<file path="src/rtl/core/nca_pkg.sv">
`timescale 1ns / 1ps
// -----------------------------------------------------------------------------
// nca_pkg
// Shared types, constants and round functions of the keyed NLFSR auth core.
// -----------------------------------------------------------------------------
package nca_pkg;

  localparam int unsigned RegW    = 48;
  localparam int unsigned WordW   = 32;
  localparam int unsigned KeyW    = 48;
  localparam int unsigned Rounds  = 32;

  localparam logic [15:0]     LutA   = 16'h2C79;
  localparam logic [15:0]     LutB   = 16'h6671;
  localparam logic [31:0]     LutTop = 32'h7907287B;
  localparam logic [RegW-1:0] FbTaps = 48'hB38083220073;

  // Data carried from cell to cell. aux holds the remaining IV bits during
  // init rounds and the collected auth bits during output rounds.
  typedef struct packed {
    logic [RegW-1:0]  r;
    logic [WordW-1:0] aux;
    logic [WordW-1:0] exp_word;
  } cell_data_t;

  function automatic logic lut4(input logic [15:0] tbl, input logic a, input logic b,
                                input logic c, input logic d);
    logic [3:0] idx;
    idx = {a, b, c, d};
    return tbl[idx];
  endfunction

  function automatic logic nl_out(input logic [RegW-1:0] r);
    logic [4:0] g;
    g[0] = lut4(LutA, r[41], r[42], r[44], r[45]);
    g[1] = lut4(LutB, r[32], r[33], r[35], r[39]);
    g[2] = lut4(LutB, r[21], r[24], r[26], r[30]);
    g[3] = lut4(LutB, r[14], r[16], r[18], r[19]);
    g[4] = lut4(LutA, r[1], r[3], r[4], r[13]);
    return LutTop[g];
  endfunction

  function automatic logic lin_out(input logic [RegW-1:0] r);
    return ^(r & FbTaps);
  endfunction

endpackage

</file>
<file path="src/rtl/core/nca_out_cell.sv">
`timescale 1ns / 1ps
// -----------------------------------------------------------------------------
// nca_out_cell
// One output round: collect the filter bit, shift in linear feedback.
// -----------------------------------------------------------------------------
module nca_out_cell (
  input  logic                clk_i,
  input  logic                rst_ni,
  input  logic                en_i,
  input  logic                valid_i,
  input  nca_pkg::cell_data_t data_i,
  output logic                valid_o,
  output nca_pkg::cell_data_t data_o
);

  logic                valid_q;
  nca_pkg::cell_data_t data_q, data_d;

  always_comb begin
    data_d.r        = {data_i.r[nca_pkg::RegW-2:0], nca_pkg::lin_out(data_i.r)};
    data_d.aux      = {data_i.aux[nca_pkg::WordW-2:0], nca_pkg::nl_out(data_i.r)};
    data_d.exp_word = data_i.exp_word;
  end

  always_ff @(posedge clk_i or negedge rst_ni) begin
    if (!rst_ni) begin
      valid_q <= 1'b0;
    end else if (en_i) begin
      valid_q <= valid_i;
    end
  end

  always_ff @(posedge clk_i) begin
    if (en_i) begin
      data_q <= data_d;
    end
  end

  assign valid_o = valid_q;
  assign data_o  = data_q;

endmodule

</file>
<file path="config.mk">
export PLATFORM = sky130hd
export DESIGN_NAME = nca_out_cell
export DESIGN_NICKNAME = d
export VERILOG_FILES = /design/src/rtl/core/nca_pkg.sv /design/src/rtl/core/nca_out_cell.sv
export SDC_FILE = /design/constraint.sdc
export NUM_CORES = 1
export LEC_CHECK = 0
export BUFFER_PORTS_ARGS = -buffer_cell sky130_fd_sc_hd__buf_2
export CAP_MARGIN = 20
export CELL_PAD_IN_SITES_DETAIL_PLACEMENT = 0
export CELL_PAD_IN_SITES_GLOBAL_PLACEMENT = 2
export CORE_UTILIZATION = 28
export DETAILED_ROUTE_END_ITERATION = 8
export PLACE_DENSITY = 0.8
export SYNTH_ARGS = -nofsm -noshare
export SYNTH_HDL_FRONTEND = slang
export SYNTH_SLANG_ARGS = --single-unit
</file>
<file path="constraint.sdc">
create_clock -name clk_i -period 0.8 [get_ports clk_i]
set_input_delay 0.04 -clock clk_i [delete_from_list [all_inputs] [get_ports clk_i]]
set_output_delay 0.04 -clock clk_i [all_outputs]
set_load 0.02 [all_outputs]
</file>
==> impl_summary.md <==
Floorplanning
The floorplan step set the die height to about 120 um. The boundary pin count is 229. The region available for standard cell placement spans ~14,000 um^2.

The full die area is ~15,000 um^2. In this run the horizontal extent of the chip is between 100 and 150 um. In this run the core area contains 43 standard-cell rows. Once the floorplan was initialized, standard cells occupied between 20% and 30% of the core.

Pwr
The static leakage is around 0.0034 uW. Across the VDD grid, the largest voltage drop is about 1.2 mV. Dividing total power by cell area gives a power density of around 2200 nW/um^2.

Clock network
The CTS clock-pin slew for the worst setup and hold paths is about 60 ps. CTS placed an instance of clkbuf_16 at the clock tree root. The TritonCTS clock tree is yes. The clock reaches the later pin of the worst-skew pair after 400 ps. The H-tree was split into 4 levels. Clock tree synthesis inserted a total of 17 buffers.

CTS saw 113 sinks. The longest clock path from root to sink contains 2 buffers.

Worst setup path
STA puts the critical path data arrival time at about 1500 ps. The setup path with the least slack is of type primary input to flip-flop. The launching point of the worst reg2reg path is valid_o. Of all nets on the critical path, the largest fanout is 4. STA classifies the critical path startpoint as a primary input. Tracing the worst setup path back leads to its startpoint at data_i[108]. The critical path capture point type is a flip-flop. For the worst setup path, the data required time is approximately 950 ps.

Yosys
The number of synthesized register bits is approximately 110. The share of synthesized flip-flops with an asynchronous set or reset is less than 1%. The area fraction in and, or, nand and nor cells after synthesis is 1.58%.

In this run the cell area of the synthesized design comes to 3950 um^2. During synthesis, Yosys emitted a total of 0 warnings. The synthesized instance count is between 150 and 200. The multiplexer share of the synthesized area is 2.56%.

The synthesized netlist devotes 3.32% of its cell area to XOR and XNOR gates. The commonest cells after synthesis are edfxtp_1, ha_1, inv_1, xnor2_1, xor2_1. The dominant combinational cell family by area after synthesis is adder cells. For this run, the leading register cell type out of synthesis is edfxtp_1. After synthesis, the netlist uses 21 different library cells.

edfxtp_1 takes more of the synthesized area than any other cell. The number of nets in the synthesized netlist is a little over 300. The sequential area share after synthesis is a little under nine tenths. Dividing the synthesized area by the synthesized cell count gives 22.1 um^2. Summing the areas of all compound-gate instances in the mapped netlist gives roughly 1.2% of the synthesized area.

Of the total synthesized cell area, the portion taken by full adders, half adders and majority gates is ~4.4%. The fraction of post-synthesis cell area in the top cell type by area is 85.1%. In this run, synthesis inferred 112 flip-flops with an integrated enable. The most common cell in the synthesized netlist is edfxtp_1. In the post-synthesis netlist, the biggest area contributors are edfxtp_1, ha_1, xnor2_1, inv_1, mux4_2.

Min path
The launch point of the worst hold path is en_i. The tightest min-delay check is of the primary input to flip-flop type.

STA
The count of final setup violators is between 100 and 150. The number of max-slew violations in the final report was 0. Static timing analysis puts the maximum clock frequency at 0.755 GHz. For the final database, setup skew stands at 0 ps. The hold violation count in the final report is 0. The setup slack of the critical path after layout is -525 ps. Adding up every negative setup slack in the final design gives -20,100 ps. The transition time of the tightest slew-check pin is 391 ps. The ratio of final minimum period to clock period is 166%. The worst path in the final design needs a cycle of around 1300 ps, including I/O delays and setup. The headroom to the max-slew limit is 73.7%. Setup repair after global routing could not meet its margin everywhere.

Detailed routing
The wire length after detailed routing is 11,100 um. After detailed routing, the average wire length per cell comes to roughly 15 um. The number of remaining DRC errors is 0. The number of vias in the routed layout is between 3,000 and 4,000. Before antenna repair, the detailed router went through 4 iterations.

The routed via count divided by cell count is between 4 and 5. The DRC violation total after the first TritonRoute iteration is ~130. The final antenna-violating net count is 0.

Cells and area
The share of layout cells above drive strength 1 is a little over half. The number of antenna diodes in the final layout is 0. The share of the core filled with cells is around 57%. Compared with the post-synthesis result, the final layout area differs by 99.9%. The final-stage net count is 698.

Global route
For this run, the total global-route usage over all layers was measured as 14.9%. Entering global routing, the biggest net connects 63 pins. The number of global-route vias before repair was ~3,200.

The initial antenna violation count is 0. The wire length of the first global-routing pass is 16,000 um. Global routing finished with a remaining overflow of 0.

Outcome
The run finished, with violations left. The checks that failed: setup timing.

Job
Across the run, the number of max-cap violations was 0.

Placement
The half-perimeter wire length of the detailed placement result is 7220 um. The placer congestion estimate is about 0.74. Buffers placed on the I/O ports in this run total roughly 230.
[final cells by class]
type                            count  area (um^2)
Timing Repair Buffer              370         3100
Clock inverter                     15          111
Multi-Input combinational cell     54          599
Inverter                           12         47.5
Fill cell                        1060         5930
Tap cell                          180          225
Sequential cell                   113         3390
Clock buffer                       17          425
[worst max-delay path, stage by stage]
cell,delay [ps]
buf_8,100
inv_4,40
ha_4,180
mux4_2,540
mux2_4,340
mux2i_2,150
mux2i_1,80
[cells by family after synthesis]
logic type,count (synthesis)
xor+xnor,15
buf+inv,12
fa+ha+maj,14
simple gates,12
compound gates,6
flops,113
mux,7
[report_power, final]
part	switching [uW]	internal, uW	total (uW)
registers	210	7090	7300
logic	1390	1700	3090
clock network	2700	3960	6660
total	4300	12800	17100
[layer usage]
layer	part of all wire, %	track usage [%]	vias to the layer above
li1	-	-	1460
met1	36	15.6	1444
met2	56	27.1	138
met3	7.2	5.28	19
met4	1.4	5.94	0
met5	0	0	-
[worst paths after layout]
path	to	slack [ps]	depth (start not counted)
max	data_o[32]	-530	7
min	data_o[100]	50	2
max reg2reg	valid_o	10	1
min reg2reg	valid_o	550	1
max in group asynchronous	valid_o	200	3
min in group asynchronous	valid_o	480	3
[through the flow]
stage	power, uW	area (um^2)	std cells	worst slack (ps)	hold WS [ps]
floorplan	8340	3990	179	-734	-256
detailed placement	9460	5600	614	-972	-177
global route	17800	7900	761	-537	35.6
finish	17100	7900	761	-525	48.0
CTS	16900	7490	761	-498	24.1
global placement	9410	5600	614	-913	-184
[sequential cells by signal, summed over array words and instances (netlist names)]
| register | cells |
|---|---|
| valid_o | 1 |
| data_o | 112 |
[placed cells by master (no fill, tap or decap), drive strengths merged]
cell type	netlist	final
a21oi	1	1
mux4	2	2
edfxtp	112	112
ha	14	14
and2	2	2
or2b	1	1
dfrtp	1	1
mux2	2	2
nor3	1	1
mux2i	3	3
clkinv	0	8
o31ai	2	2
o21ai	2	2
xor2	4	4
xnor2	11	11
nor2	2	2
nor2b	2	2
o31a	1	1
inv	12	15
clkinvlp	0	4
nand2	3	3
nand2b	1	1
clkbuf	0	17
dlygate4sd3	0	113
buf	0	257
[repair_timing]
| item | 4_1_cts | 5_1_grt |
|---|---|---|
| setup buffers | 2 | 1 |
| cloned | 0 | 0 |
| hold endpoints to repair | 115 | 0 |
| pin swaps | 4 | 4 |
| hold buffers | 113 | 0 |
| gates resized for setup | 64 | 131 |
| setup endpoints to repair | 115 | 116 |
Note: power is estimated with default switching activity, not from simulation.
