`src/rtl/core/nca_pkg.sv`:
```
`timescale 1ns / 1ps
// -----------------------------------------------------------------------------
// nca_pkg
// Shared types, constants and round functions of the keyed NLFSR auth core.
// -----------------------------------------------------------------------------
package nca_pkg;

  localparam int unsigned RegW    = 48;
  localparam int unsigned WordW   = 32;
  localparam int unsigned KeyW    = 48;
  localparam int unsigned Rounds  = 32;

  localparam logic [15:0]     LutA   = 16'h2C79;
  localparam logic [15:0]     LutB   = 16'h6671;
  localparam logic [31:0]     LutTop = 32'h7907287B;
  localparam logic [RegW-1:0] FbTaps = 48'hB38083220073;

  // Data carried from cell to cell. aux holds the remaining IV bits during
  // init rounds and the collected auth bits during output rounds.
  typedef struct packed {
    logic [RegW-1:0]  r;
    logic [WordW-1:0] aux;
    logic [WordW-1:0] exp_word;
  } cell_data_t;

  function automatic logic lut4(input logic [15:0] tbl, input logic a, input logic b,
                                input logic c, input logic d);
    logic [3:0] idx;
    idx = {a, b, c, d};
    return tbl[idx];
  endfunction

  function automatic logic nl_out(input logic [RegW-1:0] r);
    logic [4:0] g;
    g[0] = lut4(LutA, r[41], r[42], r[44], r[45]);
    g[1] = lut4(LutB, r[32], r[33], r[35], r[39]);
    g[2] = lut4(LutB, r[21], r[24], r[26], r[30]);
    g[3] = lut4(LutB, r[14], r[16], r[18], r[19]);
    g[4] = lut4(LutA, r[1], r[3], r[4], r[13]);
    return LutTop[g];
  endfunction

  function automatic logic lin_out(input logic [RegW-1:0] r);
    return ^(r & FbTaps);
  endfunction

endpackage

```
`src/rtl/core/nca_init_cell.sv`:
```
`timescale 1ns / 1ps
// -----------------------------------------------------------------------------
// nca_init_cell
// One init round: shift in IV bit ^ key bit ^ filter output.
// -----------------------------------------------------------------------------
module nca_init_cell (
  input  logic                clk_i,
  input  logic                rst_ni,
  input  logic                en_i,
  input  logic                key_bit_i,
  input  logic                valid_i,
  input  nca_pkg::cell_data_t data_i,
  output logic                valid_o,
  output nca_pkg::cell_data_t data_o
);

  logic                valid_q;
  nca_pkg::cell_data_t data_q, data_d;
  logic                fb;

  always_comb begin
    fb              = data_i.aux[nca_pkg::WordW-1] ^ key_bit_i ^ nca_pkg::nl_out(data_i.r);
    data_d.r        = {data_i.r[nca_pkg::RegW-2:0], fb};
    data_d.aux      = {data_i.aux[nca_pkg::WordW-2:0], 1'b0};
    data_d.exp_word = data_i.exp_word;
  end

  always_ff @(posedge clk_i or negedge rst_ni) begin
    if (!rst_ni) begin
      valid_q <= 1'b0;
    end else if (en_i) begin
      valid_q <= valid_i;
    end
  end

  always_ff @(posedge clk_i) begin
    if (en_i) begin
      data_q <= data_d;
    end
  end

  assign valid_o = valid_q;
  assign data_o  = data_q;

endmodule

```
`config.mk`:
```
export PLATFORM = sky130hd
export DESIGN_NAME = nca_init_cell
export DESIGN_NICKNAME = d
export VERILOG_FILES = /design/src/rtl/core/nca_pkg.sv /design/src/rtl/core/nca_init_cell.sv
export SDC_FILE = /design/constraint.sdc
export NUM_CORES = 1
export LEC_CHECK = 0
export BUFFER_PORTS_ARGS = -buffer_cell sky130_fd_sc_hd__clkbuf_2
export CORE_ASPECT_RATIO = 0.8
export CORE_MARGIN = 4
export CORE_UTILIZATION = 39
export CTS_CLUSTER_SIZE = 30
export DETAILED_ROUTE_END_ITERATION = 10
export GPL_ROUTABILITY_DRIVEN = 0
export GPL_TIMING_DRIVEN = 0
export PLACE_DENSITY = 0.76
export SLEW_MARGIN = 20
export SYNTH_ARGS = -nofsm -noshare
export SYNTH_HDL_FRONTEND = slang
export SYNTH_SLANG_ARGS = --single-unit
```
`constraint.sdc`:
```
create_clock -name clk_i -period 0.8 [get_ports clk_i]
set_input_delay 0.16 -clock clk_i [delete_from_list [all_inputs] [get_ports clk_i]]
set_output_delay 0.16 -clock clk_i [all_outputs]
set_load 0.02 [all_outputs]
```
==> flow_metrics.py, run 1 <==
metrics = {
    "worst_setup_path": {
        "arrival_ns": 1.66,
        "startpoint_type": "input pin",
        "path_cells": "buf_8 -> inv_4 -> ha_4 -> mux4_2 -> ha_4 -> o221ai_2 -> nand2_1 -> xnor2_1",
        "cpMostUsedCell": "ha_4",
        "crit_type": "input pin to register",
        "r2r-start": "valid_o",
        "critPathMaxStageDelay_ns": 0.53,
        "r2r_cells": 1,
        "crit_path_top_delay_cell": "mux4_2",
        "reg2reg_to": "valid_o",
        "crit_start": "data_i[108]",
        "r2r_slack_ns": 0.02,
        "worst_setup_path_end_kind": "register",
        "path_max_fanout": 5,
        "cp.required_ns": 0.88,
    },
    "hold_path": {
        "hold_start": "data_i[25]",
        "hold_class": "input pin to register",
        "min_delay_worst_endpoint": "data_o[25]",
        "hold_depth": 1,
    },
    "final_layout": {
        "final_cell_area_um2": 6990,
        "final_cells": 626,
        "area_growth_pct": 82.0,
        "nNetsFinal": 631,
        "drive_gt1_frac": 0.515,
    },
    "floorplanning": {
        "die_h_um": 96.7,
        "ios": 230,
        "initial_core_util": 0.399,
        "die_width_um": 119,
        "die-area_um2": 11500,
        "core_um2": 9610,
        "num_rows": 32,
    },
    "power": {
        "p_per_area_nw_per_um2": 2050,
        "p_leak_uw": 0.00301,
        "ir_worst_vdd_v": 0.00113,
    },
    "route": {
        "vias": 2946,
        "drcViolationCount": 0,
        "routed_wl_mm": 13.2,
        "vias_per_cell": 4.71,
        "avgRoutedWirePerCell_um": 21.1,
        "drtIter0Drc": 133,
        "postRouteAntennaNets": 0,
        "drtPass1Iterations": 4,
    },
    "status": {
        "violations": "negative hold slack, negative setup slack",
        "status": "complete, but fails checks",
    },
    "logic_synthesis": {
        "yosys_warnings": 0,
        "syn_nets": 301,
        "synth.yosys.seq_area_share": 0.875,
        "syn_inst": 170,
        "syn-mean-instance-area_um2": 22.6,
        "yosysUniqueCellTypes": 25,
        "syn_area_um2": 3840,
        "ys_ff_latch": 112,
    },
    "sta": {
        "finalSetupViolations": 113,
        "min_period_ns": 1.58,
        "rsz0062_at_grt": "yes",
        "fin_crit_sh": 1.97,
        "finalMaxSlewViolations": 0,
        "hold_ws_ns": -0.00229,
        "setup_ws_ns": -0.775,
        "skew_ns": 0,
        "fmax_mhz": 635,
        "finalHoldViolCount": 1,
    },
    "clock_network": {
        "clk_latency_ns": 0.33,
        "numCtsBuffers": 9,
        "cts-root-buf": "clkbuf_16",
        "cts_num_sinks": 112,
        "cts_buffer_depth": 2,
        "tritoncts": "yes",
        "path_clk_slew_ns": 0.08,
        "htree_num_levels": 3,
        "cts_setup_buffers": 0,
    },
    "grt": {
        "groute.usage.overall": 0.206,
        "overflow": 0,
        "grt_pass1_vias": 3058,
        "grtUsageMet2": 0.376,
        "use_met3": 0.0672,
        "grtUsageMet1": 0.218,
        "top_usage_layer": "met2",
        "antenna_found_initial": 2,
        "grt_max_degree": 48,
        "grt_pass1_wl_mm": 17.9,
    },
    "placed_design": {
        "post_dp_cell_area_um2": 5190,
        "dp_hpwl_mm": 7.16,
        "placedCellCount": 517,
        "io_buffers": 227,
        "dpl_worst_slack_ns": -1.17,
    },
    "job": {
        "cap_violations": 0,
    },
}
[synthesized netlist by cell type]
| cell | number | area (µm²) |
|---|---|---|
| a31oi_1 | 1 | 6.26 |
| and2_1 | 2 | 12.5 |
| buf_4 | 1 | 7.51 |
| conb_1 | 1 | 3.75 |
| dfrtp_1 | 1 | 25.0 |
| edfxtp_1 | 111 | 3330 |
| ha_1 | 14 | 175 |
| inv_1 | 11 | 41.3 |
| mux2_2 | 1 | 11.3 |
| mux2_4 | 1 | 15.0 |
| mux4_2 | 2 | 45.0 |
| nand2_1 | 6 | 22.5 |
| nand2b_1 | 1 | 6.26 |
| nand3_1 | 1 | 5.00 |
| nor2_1 | 2 | 7.51 |
| nor2b_1 | 2 | 12.5 |
| nor2b_2 | 1 | 8.76 |
| o211ai_2 | 1 | 12.5 |
| o21ai_0 | 2 | 10.0 |
| o221ai_2 | 1 | 15.0 |
| o31a_1 | 1 | 8.76 |
| o31ai_1 | 2 | 15.0 |
| o31ai_2 | 1 | 12.5 |
| xnor2_1 | 2 | 17.5 |
| xor2_1 | 1 | 8.76 |
[per-layer routing]
metal,vias up,part of all wire
li1,1315,-
met1,1456,0.34
met2,147,0.55
met3,28,0.078
met4,0,0.027
met5,-,0
[how the worst max path moves through the flow]
| stage | cells past startpoint | endpoint | slack [ns] |
|---|---|---|---|
| floorplan | 9 | data_o[64] | -0.92 |
| global placement | 2 | valid_o | -1.82 |
| detailed placement | 10 | data_o[64] | -1.17 |
| CTS | 10 | data_o[64] | -0.76 |
| global route | 8 | data_o[64] | -0.83 |
| finish | 8 | data_o[64] | -0.78 |
[critical path, delay by kind of cell]
family          cells  cell delay [ns]
mux                 1             0.53
compound gates      1             0.15
xor+xnor            1             0.12
fa+ha+maj           2             0.46
simple gates        1             0.08
buf+inv             2             0.15
[flip-flops by register name, indices dropped and copies added, names as in the netlist]
signal   count
data_o     111
valid_o      1
[through the flow]
| step | util | setup TNS, ns | power [µW] |
|---|---|---|---|
| 4_1_cts | 0.672 | -28.80 | 13800 |
| 3_3_place_gp | 0.536 | -189.81 | 8990 |
| 6_report | 0.727 | -28.49 | 14300 |
| 3_5_place_dp | 0.540 | -34.34 | 9050 |
| 2_1_floorplan | - | -0.936 | 8100 |
| 5_1_grt | 0.727 | -32.18 | 14800 |
[cell usage in the layout (no fill, tap or decap), types with 4 or more instances in the layout]
master / count
nand2_1: 6
edfxtp_1: 111
buf_2: 26
buf_6: 85
inv_6: 4
clkbuf_16: 10
dlygate4sd3_1: 90
clkbuf_2: 113
inv_1: 9
ha_1: 11
[cell families (layout without fill, tap and decap cells)]
family,Yosys count,count (layout),synth area share
xor+xnor,3,3,0.00685
compound gates,9,9,0.0209
simple gates,15,15,0.0196
other cells,1,3,0.000977
mux,4,4,0.0186
fa+ha+maj,14,14,0.0456
buf+inv,12,347,0.0127
flops,112,112,0.875
[layout make-up]
cell class                 instances  area, µm²
antenna                            2       5.00
buffer                             1       7.51
clock buffer                       9        225
clock inverter                     7       71.3
fill                             583       2620
inverter                          11       43.8
multi-input combinational         46        463
sequential                       112       3360
tap                              119        149
timing repair buffer             319       2660
[power breakdown]
group          switching, µW  internal (µW)
sequential               238           6990
combinational           1310           1370
clock                   2190           2210
[repair_timing]
item                                    4_1_cts  5_1_grt
hold endpoints to repair                     90        0
pin swaps                                     0        5
hold buffers                                 90        0
gates cloned                                  1        0
endpoints found under the setup margin      180      131
gates resized for setup                       5      290
Note: power is estimated with default switching activity, not from simulation.
==> run 2: changes to the inputs <==
--- a/config.mk
+++ b/config.mk
@@ -14,7 +14,9 @@
 export GPL_ROUTABILITY_DRIVEN = 0
 export GPL_TIMING_DRIVEN = 0
 export PLACE_DENSITY = 0.76
+export SETUP_SLACK_MARGIN = 0.1
 export SLEW_MARGIN = 20
 export SYNTH_ARGS = -nofsm -noshare
 export SYNTH_HDL_FRONTEND = slang
 export SYNTH_SLANG_ARGS = --single-unit
+export TNS_END_PERCENT = 5
==> run 2 against run 1 <==
Net effect:
- the run ends with negative setup slack left
- power is 3.0% lower
- sequential power shrank 2%
- clock skew unchanged
- critical path type unchanged
- register-to-register slack gained 0.03 ns
- first-iteration DRC count grew 75%
- die area did not move
- critical endpoint unchanged
- via count fell by 1.2%
- utilization shrank 3.9 points
- setup slack lost 0.055 ns
==> flow_metrics.py, run 2 (synthesized netlist as in run 1, its figures left out) <==
metrics = {
    "worst_setup_path": {
        "arrival_ns": 1.72,
        "cp.required_ns": 0.89,
        "path_max_fanout": 5,
        "worst_setup_path_end_kind": "register",
        "startpoint_type": "input pin",
        "crit_type": "input pin to register",
    },
    "sta": {
        "hold_ws_ns": 0.0128,
        "min_period_ns": 1.63,
        "tightest_slew_ns": 0.534,
        "fmax_mhz": 613,
        "finalMaxSlewViolations": 0,
        "finalSetupViolations": 113,
        "skew_ns": 0,
        "finalHoldViolCount": 0,
        "setup_ws_ns": -0.830,
        "fin_crit_sh": 2.04,
        "rsz0062_at_grt": "yes",
        "slew_headroom": 0.642,
    },
    "final_layout": {
        "final_cells": 623,
        "layout_commonest_cell": "edfxtp_1",
        "multi_input_area_um2": 474,
        "nNetsFinal": 630,
        "register_area_um2": 3360,
        "fin_util": 0.688,
        "drive_gt1_frac": 0.516,
        "antenna_cells": 0,
        "final_cell_mix": "edfxtp_1 (111), buf_2 (109), clkbuf_2 (105), dlygate4sd3_1 (46), dlymetal6s4s_1 (44)",
        "n_fill_cell": 620,
        "largest_reg_flops": 111,
        "area_growth_pct": 72.3,
    },
    "route": {
        "drtIter0Drc": 233,
        "vias": 2912,
        "drcViolationCount": 0,
        "postRouteAntennaNets": 0,
        "vias_per_cell": 4.67,
        "drtPass1Iterations": 4,
        "avgRoutedWirePerCell_um": 20.1,
        "routed_wl_mm": 12.5,
    },
    "power": {
        "power_uw": 13900,
        "ir_worst_vdd_v": 0.00152,
        "p_per_area_nw_per_um2": 2100,
        "p_leak_uw": 0.00324,
    },
    "placed_design": {
        "io_buffers": 227,
        "dpl_worst_slack_ns": -1.23,
        "dp_hpwl_mm": 7.25,
        "placedCellCount": 517,
    },
    "floorplanning": {
        "core_um2": 9610,
        "die_h_um": 96.7,
        "num_rows": 32,
        "initial_core_util": 0.399,
        "ios": 230,
        "die-area_um2": 11500,
        "die_width_um": 119,
    },
    "clock_network": {
        "cts_setup_buffers": 0,
        "clk_latency_ns": 0.33,
        "numCtsBuffers": 9,
        "tritoncts": "yes",
        "htree_num_levels": 3,
        "path_clk_slew_ns": 0.07,
        "cts_num_sinks": 112,
        "cts-root-buf": "clkbuf_16",
        "cts_buffer_depth": 2,
    },
    "grt": {
        "grt_max_degree": 72,
        "antenna_found_initial": 0,
        "groute.usage.overall": 0.201,
        "grt_pass1_wl_mm": 17.6,
        "grt_pass1_vias": 3130,
        "overflow": 0,
    },
    "hold_path": {
        "hold_class": "input pin to register",
    },
    "status": {
        "status": "complete, but fails checks",
        "violations": "negative setup slack",
    },
    "job": {
        "cap_violations": 0,
    },
}
## run 2: cell count changes in the layout (fill, tap and decap cells not counted), sizes merged
cell	before	now
dlymetal6s4s	0	44
diode	2	0
buf	115	121
dlygate4sd3	90	46
clkbuf	124	117
## run 2: worst paths after layout
check	start	end	slack [ns]	cells past startpoint
max in group asynchronous	rst_ni	valid_o	0.59	2
setup reg to reg	valid_o	valid_o	0.05	1
hold reg to reg	valid_o	valid_o	0.52	1
hold / removal	data_i[45]	data_o[46]	0.01	1
min in group asynchronous	rst_ni	valid_o	0.12	2
setup / recovery	data_i[108]	data_o[64]	-0.83	8
## run 2: timing repair
item                                   in CTS  in global routing
endpoints found under the hold margin      90                  0
hold buffers                               90                  0
resized for setup                           7                189
setup endpoints to repair                 185                229
pin swaps                                   1                  1
## run 2: routing by layer
layer  track usage  wire, µm
met1         0.201      4290
met2         0.386      6860
met3        0.0731      1070
met4        0.0614       318
met5             0         0
## run 2: worst max-delay path, cell delays in order
cell       delay, ns
clkbuf_16       0.13
inv_4           0.05
ha_4            0.18
mux4_2          0.54
mux2_4          0.30
o211ai_2        0.15
nand2_1         0.09
xnor2_1         0.12
## run 2: where the power goes
part | switching, µW | internal (µW) | leakage, µW
Sequential | 147 | 6980 | 0.00110
Combinational | 1310 | 1060 | 0.00200
Clock | 2170 | 2200 | 0.000144
Total | 3640 | 10200 | 0.00324
## run 2: metrics by stage
stage / instance area [µm²] / TNS [ns]
floorplan: 3870 / -0.949
global placement: 5150 / -190.45
detailed placement: 5190 / -33.45
CTS: 6430 / -28.73
global route: 6620 / -32.29
finish: 6620 / -28.16
## run 2: layout make-up
class	instances	area share
Tap cell	119	0.0225
Clock inverter	7	0.0108
Inverter	11	0.00662
Buffer	1	0.00113
Multi-Input combinational cell	46	0.0717
Clock buffer	9	0.0340
Timing Repair Buffer	318	0.346
Sequential cell	112	0.508
